### src/hdl/gbn_pkg.sv
package gbn_pkg;

  localparam int unsigned MAX_SEQ_NUM  = 7;
  localparam int unsigned PAYLOAD_BITS = 32;
  localparam int unsigned SEQ_W        = 3;
  localparam int unsigned CNT_W        = 3;
  localparam int unsigned WIN_DEPTH    = MAX_SEQ_NUM + 1;

  localparam logic [1:0] REQ_PKT_READY = 2'd0;
  localparam logic [1:0] REQ_FRAME_ARR = 2'd1;
  localparam logic [1:0] REQ_CKSUM_ERR = 2'd2;
  localparam logic [1:0] REQ_TIMEOUT   = 2'd3;

  localparam logic [1:0] KIND_SENT     = 2'd0;
  localparam logic [1:0] KIND_RX_OK    = 2'd1;
  localparam logic [1:0] KIND_RX_DROP  = 2'd2;
  localparam logic [1:0] KIND_REFUSED  = 2'd3;

  typedef logic [SEQ_W-1:0] seq_t;

  // Operands of the shared sequence unit.
  typedef struct packed {
    seq_t a;
    seq_t b;
    seq_t c;
  } gbn_alu_in_t;

  typedef struct packed {
    seq_t a_inc;
    logic between;
  } gbn_alu_out_t;

  function automatic seq_t seq_inc(input seq_t x);
    seq_t r;
    if (x >= SEQ_W'(MAX_SEQ_NUM)) r = '0;
    else r = x + SEQ_W'(1);
    return r;
  endfunction

endpackage

### src/hdl/gbn_ram.sv
module gbn_ram #(
  parameter int unsigned WIDTH = 32,
  parameter int unsigned DEPTH = 8
) (
  input  logic                     clk_i,
  input  logic                     we_i,
  input  logic [$clog2(DEPTH)-1:0] waddr_i,
  input  logic [WIDTH-1:0]         wdata_i,
  input  logic [$clog2(DEPTH)-1:0] raddr_i,
  output logic [WIDTH-1:0]         rdata_o
);

  logic [WIDTH-1:0] mem_q [DEPTH];

  always_ff @(posedge clk_i) begin
    if (we_i) begin
      mem_q[waddr_i] <= wdata_i;
    end
    rdata_o <= mem_q[raddr_i];
  end

endmodule

### src/hdl/gbn_seq_alu.sv
module gbn_seq_alu import gbn_pkg::*; (
  input  gbn_alu_in_t  op_i,
  output gbn_alu_out_t res_o
);

  // Circular window test: b lies in [a, c) modulo the sequence space.
  always_comb begin
    res_o.a_inc   = seq_inc(op_i.a);
    res_o.between = ((op_i.a <= op_i.b) && (op_i.b < op_i.c)) ||
                    ((op_i.c < op_i.a) && (op_i.a <= op_i.b)) ||
                    ((op_i.b < op_i.c) && (op_i.c < op_i.a));
  end

endmodule

### src/hdl/go_back_n_arq_engine_unit.sv
// Channel   Direction  Handshake            Payload
// request   in         start_i / busy_o     req_type_i, pkt_data_i, rx_seq_i, rx_ack_i
// result    out        valid_o (one cycle)  result_kind_o, tx_seq_o, tx_ack_o, tx_data_o,
//                                           window_count_o, net_enable_o, last_o
//
// A packet-ready item shows its result in the cycle after it is accepted; a checksum
// error, or a timeout with an empty window, gives none. A frame arrival runs the release
// loop in ST_REL, stepping the shared sequence unit once per cycle, then shows its result.
// A timeout replays each buffered frame through ST_RD and ST_EMIT, as the window store
// has a registered read port. Reset (rst_ni low, asynchronous) empties the window and
// zeroes the send, oldest and expected numbers; the store itself is not cleared. The
// receiver cannot stall: every result is shown for exactly one cycle with valid_o high.
module go_back_n_arq_engine_unit import gbn_pkg::*; (
  input  logic                    clk_i,
  input  logic                    rst_ni,
  input  logic                    start_i,
  output logic                    busy_o,
  input  logic [1:0]              req_type_i,
  input  logic [PAYLOAD_BITS-1:0] pkt_data_i,
  input  logic [SEQ_W-1:0]        rx_seq_i,
  input  logic [SEQ_W-1:0]        rx_ack_i,
  output logic                    valid_o,
  output logic [1:0]              result_kind_o,
  output logic [SEQ_W-1:0]        tx_seq_o,
  output logic [SEQ_W-1:0]        tx_ack_o,
  output logic [PAYLOAD_BITS-1:0] tx_data_o,
  output logic [CNT_W-1:0]        window_count_o,
  output logic                    net_enable_o,
  output logic                    last_o
);

  // Sequencer states.
  localparam logic [1:0] ST_IDLE = 2'd0;
  localparam logic [1:0] ST_REL  = 2'd1;
  localparam logic [1:0] ST_RD   = 2'd2;
  localparam logic [1:0] ST_EMIT = 2'd3;

  logic [1:0]       state_q, state_d;
  seq_t             nsn_q, nsn_d;
  seq_t             oldest_q, oldest_d;
  seq_t             expect_q, expect_d;
  logic [CNT_W-1:0] count_q, count_d;
  logic [CNT_W-1:0] idx_q, idx_d;
  seq_t             rack_q, rack_d;
  logic [1:0]       kind_q, kind_d;

  logic                    valid_q, valid_d;
  logic [1:0]              okind_q, okind_d;
  seq_t                    oseq_q, oseq_d;
  logic [PAYLOAD_BITS-1:0] odata_q, odata_d;
  logic [CNT_W-1:0]        ocount_q, ocount_d;
  logic                    olast_q, olast_d;

  logic                    accept;
  logic                    full;
  logic                    ram_we;
  logic [PAYLOAD_BITS-1:0] ram_rdata;
  logic [CNT_W-1:0]        idx_next;
  gbn_alu_in_t             alu_in;
  gbn_alu_out_t            alu_out;

  assign busy_o   = (state_q != ST_IDLE);
  assign accept   = start_i && !busy_o;
  assign full     = (count_q >= CNT_W'(MAX_SEQ_NUM));
  assign ram_we   = accept && (req_type_i == REQ_PKT_READY) && !full;
  assign idx_next = idx_q + CNT_W'(1);

  // The one sequence unit serves the release walk (from the oldest unacked
  // number) and every advance of the send number.
  always_comb begin
    alu_in.a = (state_q == ST_REL) ? oldest_q : nsn_q;
    alu_in.b = rack_q;
    alu_in.c = nsn_q;
  end

  gbn_seq_alu u_alu (
    .op_i  (alu_in),
    .res_o (alu_out)
  );

  // Window store: written at the send number, read at the walking send
  // number during a resend.
  gbn_ram #(
    .WIDTH (PAYLOAD_BITS),
    .DEPTH (WIN_DEPTH)
  ) u_store (
    .clk_i   (clk_i),
    .we_i    (ram_we),
    .waddr_i (nsn_q),
    .wdata_i (pkt_data_i),
    .raddr_i (nsn_q),
    .rdata_o (ram_rdata)
  );

  always_comb begin
    state_d  = state_q;
    nsn_d    = nsn_q;
    oldest_d = oldest_q;
    expect_d = expect_q;
    count_d  = count_q;
    idx_d    = idx_q;
    rack_d   = rack_q;
    kind_d   = kind_q;
    valid_d  = 1'b0;
    okind_d  = okind_q;
    oseq_d   = oseq_q;
    odata_d  = odata_q;
    ocount_d = ocount_q;
    olast_d  = olast_q;

    unique case (state_q)
      ST_IDLE: begin
        if (accept) begin
          unique case (req_type_i)
            REQ_PKT_READY: begin
              valid_d = 1'b1;
              olast_d = 1'b1;
              if (full) begin
                okind_d  = KIND_REFUSED;
                oseq_d   = '0;
                odata_d  = '0;
                ocount_d = count_q;
              end else begin
                okind_d  = KIND_SENT;
                oseq_d   = nsn_q;
                odata_d  = pkt_data_i;
                count_d  = count_q + CNT_W'(1);
                ocount_d = count_q + CNT_W'(1);
                nsn_d    = alu_out.a_inc;
              end
            end
            REQ_FRAME_ARR: begin
              // The inbound number is settled now; the ack is walked next.
              if (rx_seq_i == expect_q) begin
                kind_d   = KIND_RX_OK;
                expect_d = seq_inc(expect_q);
              end else begin
                kind_d = KIND_RX_DROP;
              end
              rack_d  = rx_ack_i;
              state_d = ST_REL;
            end
            REQ_CKSUM_ERR: begin
            end
            REQ_TIMEOUT: begin
              // Rewind to the oldest unacked frame and replay the window.
              nsn_d = oldest_q;
              idx_d = '0;
              if (count_q != '0) begin
                state_d = ST_RD;
              end
            end
            default: begin
            end
          endcase
        end
      end
      ST_REL: begin
        if ((count_q != '0) && alu_out.between) begin
          count_d  = count_q - CNT_W'(1);
          oldest_d = alu_out.a_inc;
        end else begin
          valid_d  = 1'b1;
          okind_d  = kind_q;
          oseq_d   = '0;
          odata_d  = '0;
          ocount_d = count_q;
          olast_d  = 1'b1;
          state_d  = ST_IDLE;
        end
      end
      ST_RD: begin
        state_d = ST_EMIT;
      end
      ST_EMIT: begin
        valid_d  = 1'b1;
        okind_d  = KIND_SENT;
        oseq_d   = nsn_q;
        odata_d  = ram_rdata;
        ocount_d = count_q;
        olast_d  = (idx_next == count_q);
        nsn_d    = alu_out.a_inc;
        idx_d    = idx_next;
        state_d  = (idx_next == count_q) ? ST_IDLE : ST_RD;
      end
      default: begin
        state_d = ST_IDLE;
      end
    endcase
  end

  always_ff @(posedge clk_i or negedge rst_ni) begin
    if (!rst_ni) begin
      state_q  <= ST_IDLE;
      nsn_q    <= '0;
      oldest_q <= '0;
      expect_q <= '0;
      count_q  <= '0;
      idx_q    <= '0;
      valid_q  <= 1'b0;
    end else begin
      state_q  <= state_d;
      nsn_q    <= nsn_d;
      oldest_q <= oldest_d;
      expect_q <= expect_d;
      count_q  <= count_d;
      idx_q    <= idx_d;
      valid_q  <= valid_d;
    end
  end

  always_ff @(posedge clk_i) begin
    rack_q   <= rack_d;
    kind_q   <= kind_d;
    okind_q  <= okind_d;
    oseq_q   <= oseq_d;
    odata_q  <= odata_d;
    ocount_q <= ocount_d;
    olast_q  <= olast_d;
  end

  // The ack field follows the live expected number, which holds still for the cycle in
  // which a result is shown; the window flag is taken from the registered count.
  assign valid_o        = valid_q;
  assign result_kind_o  = okind_q;
  assign tx_seq_o       = oseq_q;
  assign tx_ack_o       = expect_q;
  assign tx_data_o      = odata_q;
  assign window_count_o = ocount_q;
  assign net_enable_o   = (ocount_q < CNT_W'(MAX_SEQ_NUM));
  assign last_o         = olast_q;

  a_emit_strobes : assert property (@(posedge clk_i) disable iff (!rst_ni)
    (state_q == ST_EMIT) |=> valid_o)
    else $error("resend emission gave no result");

  a_more_follow : assert property (@(posedge clk_i) disable iff (!rst_ni)
    (valid_o && !last_o) |-> (state_q == ST_RD))
    else $error("non-final result without a resend in progress");

  a_only_sends_mid : assert property (@(posedge clk_i) disable iff (!rst_ni)
    (valid_o && !last_o) |-> (result_kind_o == KIND_SENT))
    else $error("non-final result is not a sent frame");

  a_resend_nonempty : assert property (@(posedge clk_i) disable iff (!rst_ni)
    (state_q == ST_RD) |-> ((count_q != '0) && (idx_q < count_q)))
    else $error("resend walk outside the buffered window");

endmodule

### config.mk
export PLATFORM = sky130hd
export DESIGN_NAME = go_back_n_arq_engine_unit
export DESIGN_NICKNAME = d
export VERILOG_FILES = /design/src/hdl/gbn_pkg.sv /design/src/hdl/gbn_ram.sv /design/src/hdl/gbn_seq_alu.sv /design/src/hdl/go_back_n_arq_engine_unit.sv
export SDC_FILE = /design/constraint.sdc
export NUM_CORES = 1
export LEC_CHECK = 0
export BUFFER_PORTS_ARGS = -buffer_cell sky130_fd_sc_hd__buf_4
export CAP_MARGIN = 10
export CELL_PAD_IN_SITES_DETAIL_PLACEMENT = 2
export CELL_PAD_IN_SITES_GLOBAL_PLACEMENT = 2
export CORE_ASPECT_RATIO = 0.6
export CORE_MARGIN = 2
export CORE_UTILIZATION = 48
export CTS_CLUSTER_DIAMETER = 60
export CTS_CLUSTER_SIZE = 24
export DETAILED_ROUTE_END_ITERATION = 16
export GPL_ROUTABILITY_DRIVEN = 0
export PLACE_DENSITY_LB_ADDON = 0.2
export SYNTH_ARGS = -nofsm -noshare
export SYNTH_HDL_FRONTEND = slang
export SYNTH_SLANG_ARGS = --single-unit
### constraint.sdc
create_clock -name clk_i -period 8.35 [get_ports clk_i]
set_input_delay 0.835 -clock clk_i [delete_from_list [all_inputs] [get_ports clk_i]]
set_output_delay 0.835 -clock clk_i [all_outputs]
set_load 0.005 [all_outputs]
* Word-level counts from Yosys, hierarchy flattened
Memories as Yosys holds them, arrays and structs flattened. A register that Yosys moved wholly into a read port is not among the register bits. Cells that the tools add are included.
Storage, ports and cells: flip-flop bits (word level) 64, RAM bits 256, logic and storage cells 118, memories 1
Memory list:
- u_store.mem_q | words 8, bits a word 32, read ports 1, clocked after memory_dff 1, write ports 1, RTL line gbn_ram.sv:13 | logic [WIDTH-1:0] mem_q [DEPTH];
Operators by class: add/sub/neg operators 5, order comparisons 7, equality and inequality tests 16, multiplexer cells 49, reduce and logical (&&, ||, !) cells 26
Operator list (number):
- $mux 32 | 4
- $pmux 32 s3 | 1
- $mux 3 | 16
- $pmux 3 s2 | 4
- $reduce_and 4->1 | 5
- $mux 2 | 9
- $pmux 3 s3 | 2
- $add 3x1->3 const B | 4
- $ge 3x3->1 const B | 3
- $mux 1 | 8
- $pmux 2 s4 | 1
- $logic_and 1x1->1 | 7
- $eq 2x2->1 const B | 3
- $eq 3x3->1 | 2
- $lt 3x3->1 | 2
- $ne 2x2->1 const B | 3
- $ne 3x3->1 const B | 2
- $pmux 1 s3 | 2
- $pmux 2 s3 | 1
- $reduce_and 3->1 | 2
- $reduce_bool 2->1 | 3
- $reduce_bool 3->1 | 2
- $eq 2x1->1 const B | 2
- $logic_not 2->1 | 2
- other kinds (10) | 13

* Depth between registers and ports, before layout
depth in word-level cells 9, gate-level depth with buffers 12

* Hierarchy
Synthesis repeated with hierarchy kept, for this count alone.
Second synthesis, totals: cell total of the unflattened synthesis 739, area, all modules 13929.6 um2
Modules (own cells, without submodules):
- gbn_ram | instances 1, cells an instance 415, area an instance 10466.3 um2, seq. area each 8328.0 um2
- go_back_n_arq_engine_unit | instances 1, cells an instance 293, area an instance 3230.6 um2, seq. area each 1831.8 um2
- gbn_seq_alu | instances 1, cells an instance 31, area an instance 232.7 um2, seq. area each 0.0 um2

* Least setup slack after synthesis
Ideal clock, no wire load.
path kind flip-flop to flip-flop, start point register state_q[1], end point register olast_q, in the netlist last_o (enable), data arrival time 5.023 ns, data required time 7.859 ns, slack 2.837 ns, cell stages (with the launch flop) 12, path buffers 2, cell sequence dfrtp_1 inv_1 ha_1 buf_2 buf_1 o21ai_0 ha_1 o21ai_0 a32oi_1 maj3_2 nor2_4 nor3_1
Between the ends: word-level cells in the longest chain between the ends 9, elaborated cells between the ends (all ways) 20, classes of those cells 2 x order compare; 5 x eq/ne; 1 x mux; 12 x reduce/logical
Ends and longest elaborated chain:
- from (decl) | RTL line go_back_n_arq_engine_unit.sv:38 | logic [1:0] state_q, state_d;
- from (signal assigned) | RTL line go_back_n_arq_engine_unit.sv:202 | state_q <= state_d;
- $eq 2x1->1 | RTL line go_back_n_arq_engine_unit.sv:71, go_back_n_arq_engine_unit.sv:111
- $mux 3 | RTL line go_back_n_arq_engine_unit.sv:71 | alu_in.a = (state_q == ST_REL) ? oldest_q : nsn_q;
- $le 3x3->1 / $lt 3x3->1 (equally long branches) | RTL line gbn_seq_alu.sv:9, gbn_seq_alu.sv:10, gbn_seq_alu.sv:11
- $logic_and 1x1->1 (on tied branches) | RTL line gbn_seq_alu.sv:9, gbn_seq_alu.sv:10
- $logic_or 1x1->1 | RTL line gbn_seq_alu.sv:9 | res_o.between = ((op_i.a <= op_i.b) && (op_i.b < op_i.c)) ||
- $logic_or 1x1->1 | RTL line gbn_seq_alu.sv:10 | ((op_i.c < op_i.a) && (op_i.a <= op_i.b)) ||
- $logic_and 1x1->1 | RTL line go_back_n_arq_engine_unit.sv:159 | if ((count_q != '0) && alu_out.between) begin
- $ne 2x2->1 (no source line)
- $reduce_and 4->1 (no source line) (*)
- to (signal assigned) | RTL line go_back_n_arq_engine_unit.sv:219 | olast_q <= olast_d;
- to (decl) | RTL line go_back_n_arq_engine_unit.sv:52 | logic olast_q, olast_d;
Mark *: on every way between the ends. The rest lies on a longest branch, timed or not. A chain may end at the register's enable or synchronous reset.

* Worst setup path in the final report
start point register state_q[1], end point register odata_q[23], in the netlist tx_data_o[23] (enable)
Between the ends: word-level cells in the longest chain between the ends 9, elaborated cells between the ends (all ways) 20, classes of those cells 2 x order compare; 5 x eq/ne; 1 x mux; 12 x reduce/logical
Ends and longest elaborated chain:
- $eq 2x1->1 | RTL line go_back_n_arq_engine_unit.sv:71, go_back_n_arq_engine_unit.sv:111
- $mux 3 | RTL line go_back_n_arq_engine_unit.sv:71
- $le 3x3->1 / $lt 3x3->1 (equally long branches) | RTL line gbn_seq_alu.sv:9, gbn_seq_alu.sv:10, gbn_seq_alu.sv:11
- $logic_and 1x1->1 (on tied branches) | RTL line gbn_seq_alu.sv:9, gbn_seq_alu.sv:10
- $logic_or 1x1->1 | RTL line gbn_seq_alu.sv:9
- $logic_or 1x1->1 | RTL line gbn_seq_alu.sv:10
- $logic_and 1x1->1 | RTL line go_back_n_arq_engine_unit.sv:159
- $ne 2x2->1 (no source line)
- $reduce_and 4->1 (no source line) (*)
- to (signal assigned) | RTL line go_back_n_arq_engine_unit.sv:217 | odata_q <= odata_d;
- to (decl) | RTL line go_back_n_arq_engine_unit.sv:50 | logic [PAYLOAD_BITS-1:0] odata_q, odata_d;
Marked as above.

==> results.sh <==
export IMPL_ctsResizeCount=0
export IMPL_fin_total_pwr_mw=5.11
export IMPL_largest_register="u_store.mem_q"
export IMPL_drv_cap=0
export IMPL_hold_viol_final=0
export IMPL_grt_max_degree=43
export IMPL_drt_initial_drc_count=807
export IMPL_port_buffers=89
export IMPL_synth_nets=835
export IMPL_clkLatencyLatePin_ps=540
export IMPL_multiInputGateArea_sq_um=2730
export IMPL_worst_pin_slew_ps=1150
export IMPL_grt_overflow=0
export IMPL_synthTopCellsByArea="edfxtp_1 70%, a22oi_1 7.6%, dfxtp_1 4.9%"
export IMPL_synth_seq_cells=352
export IMPL_synth_largest_area_cell="edfxtp_1"
export IMPL_htreeDepth=1
export IMPL_drv_slew=0
export IMPL_wirelength_um=41500
export IMPL_vias=7891
export IMPL_largest_register_ffs=256
export IMPL_grt_pass1_wl_um=61000
export IMPL_hold_ws_ps=177
export IMPL_yosysMostFrequentCell="edfxtp_1"
export IMPL_arrival_ps=4110
export IMPL_seq_area_frac_synth_pct=78.1
export IMPL_fillers=2289
export IMPL_power_leakage_nw=5.00
export IMPL_worstRegToRegCells=9
export IMPL_ir_drop_mv=0.184
export IMPL_yosys_top_cells_count="302 x edfxtp_1, 132 x a22oi_1, 36 x clkbuf_1"
export IMPL_crit_path_end_kind="flop"
export IMPL_nets=923
export IMPL_place_inst=1203
export IMPL_async_flop_share_pct=5.11
export IMPL_path_buf_inv=2
export IMPL_synth_edf_count=302
export IMPL_yosysWarnings=0
export IMPL_synth_top_area_share_pct=69.7
export IMPL_setup_viol=0
export IMPL_ctsHoldBuffers=0
export IMPL_cts_root_buf="clkbuf_16"
export IMPL_finalSetupTns_ps=0
export IMPL_crit_path_end="tx_data_o[23]$_DFFE_PP_"
export IMPL_tritoncts="built"
export IMPL_core_sq_um=26500
export IMPL_synth_area_per_cell_sq_um=16.8
export IMPL_ff_latch_area_sq_um=10200
export IMPL_worst_ep_required_time_ps=8520
export IMPL_outcome="completed"
export IMPL_num_rows=46
export IMPL_grt_total_usage_pct=29.3
export IMPL_netlist_area_sq_um=13000
export IMPL_path_max_fanout=27
export IMPL_start_kind="flop"
export IMPL_io_pin_count=90
export IMPL_finalCritPeriodShare_pct=47.2
export IMPL_r2r_slack_ps=4410
export IMPL_clockBufferDepth=3
export IMPL_slowest_stage="ha_1"
export IMPL_synth_cell_types=50
export IMPL_period_needed_ps=3940
export IMPL_die_h_um=132
export IMPL_slew_headroom_pct=23.6
export IMPL_critPathKind="reg2reg"
export IMPL_cp_num_cells=9
export IMPL_grt_pass1_vias=8635
export IMPL_clock_sinks=352
export IMPL_worstPathCellList="inv_1 -> ha_1 -> mux2i_4 -> xor2_1 -> a32oi_1 -> maj3_2 -> nor2_4 -> nor3_2 -> buf_4"
export IMPL_cp_top_family="adder cells"
export IMPL_cts_setup_buffers=0
export IMPL_rr_endpoint="tx_data_o[23]$_DFFE_PP_"
export IMPL_netlist_instances=776
export IMPL_finClkSkew_ps=26.7
export IMPL_drt_pass1_iterations=5
export IMPL_path_clk_slew_ps=100
export IMPL_synth_flop_cell="edfxtp_1"
export IMPL_crit_path_start="state_q[1]$_DFFE_PN0P_"
export IMPL_antenna_cells=0
export IMPL_cts_buffers=19
export IMPL_hpwl_um=25000
export IMPL_antenna_found_initial=0
export IMPL_final_instance_count_excl_fill=1235
export IMPL_wl_per_cell_um=33.6
export IMPL_drc=0
export IMPL_hold_class="in2async"
export IMPL_rsz0062_at_grt="false"
export IMPL_fmax_mhz=254
export IMPL_die_x_um=217
export IMPL_max_stage_delay_ps=840
export IMPL_initial_core_util_pct=49.0
export IMPL_area_delta_synth_final_pct=13.7
export IMPL_powerDensity_nw_per_um2=345
export IMPL_drive_gt1_share_pct=18.4
export IMPL_r2r_start="state_q[1]$_DFFE_PN0P_"
export IMPL_avgViaCountPerCell=6.39
export IMPL_detail_route_antenna_nets=0
export IMPL_die_area_sq_um=28500
[layout make-up]
| cell class | count | share of cell area (%) |
|---|---|---|
| tap | 360 | 3.05 |
| sequential | 352 | 68.7 |
| multi-input combinational | 364 | 18.5 |
| clock buffer | 28 | 3.51 |
| clock inverter | 4 | 0.305 |
| inverter | 19 | 0.482 |
| timing repair buffer | 108 | 5.48 |
[report_power, final]
group / internal [mW] / switching, mW / total, mW / leakage, nW
logic: 0.584 / 1.07 / 1.66 / 1.48
registers: 2.24 / 0.191 / 2.43 / 3.24
clock network: 0.447 / 0.575 / 1.02 / 0.273
total: 3.27 / 1.84 / 5.11 / 5.00
[placed cells by master (no fill, tap or decap), types with 4 or more instances in the layout]
cell type,instances
edfxtp_1,302
a22oi_1,132
buf_4,108
nand4_1,34
a22o_1,33
dfxtp_1,32
nand2_1,22
inv_1,19
clkbuf_16,19
dfrtp_1,18
nor2_1,17
ha_1,15
a21oi_1,13
o21ai_0,12
nor3_2,9
xnor2_1,8
clkbuf_1,8
nor4_2,6
nand2b_1,5
nor3_1,4
nor2b_1,4
[metrics by stage]
| step | cell area [sq um] | util, % | worst slack, ps |
|---|---|---|---|
| after floorplan | 13000 | - | 2840 |
| after global placement | 14200 | 53.6 | 4970 |
| after detailed placement | 14200 | 53.6 | 4490 |
| after CTS | 14800 | 55.7 | 4420 |
| after global routing | 14800 | 55.7 | 4240 |
| final | 14800 | 55.7 | 4410 |
[cells by family after synthesis]
group / count (synthesis) / share of synthesized area, %
AOI/OAI and AO/OA: 213 / 12.3
xor gates and xnor gates: 11 / 0.741
adders and majority gates: 17 / 1.63
buffers and inverters: 60 / 1.77
DFF: 352 / 78.1
muxes: 6 / 0.596
and+or+nand+nor: 117 / 4.86
[metal layers]
metal  GRT usage (%)  vias to the layer above  wire length, um
met5               0                        -                0
met3            3.59                       47             1990
met1            40.0                     4254            17500
li1                -                     3295                -
met2            50.9                      295            21300
met4            5.82                        0              686
[worst reg2reg max path, stage by stage, from the launching register on]
cell	delay, ps
dfrtp_1	420
inv_1	140
ha_1	840
mux2i_4	520
xor2_1	140
a32oi_1	290
maj3_2	420
nor2_4	110
nor3_2	220
buf_4	460
[worst min path at each step]
stage                                         startpoint                           to  slack (ps)  cells past startpoint
after floorplan            u_store.mem_q[6][0]$_DFFE_PP_   u_store.rdata_o[0]$_DFF_P_         440                      2
after detailed placement  u_store.mem_q[7][29]$_DFFE_PP_  u_store.rdata_o[29]$_DFF_P_         480                      2
after CTS                                         rst_ni       count_q[1]$_DFFE_PN0P_         170                      1
after global routing                              rst_ni       count_q[0]$_DFFE_PN0P_         170                      1
after global placement     u_store.mem_q[7][5]$_DFFE_PP_   u_store.rdata_o[5]$_DFF_P_         450                      2
final                                             rst_ni       count_q[0]$_DFFE_PN0P_         180                      1
No activity file was read; power rests on OpenSTA's default activity.
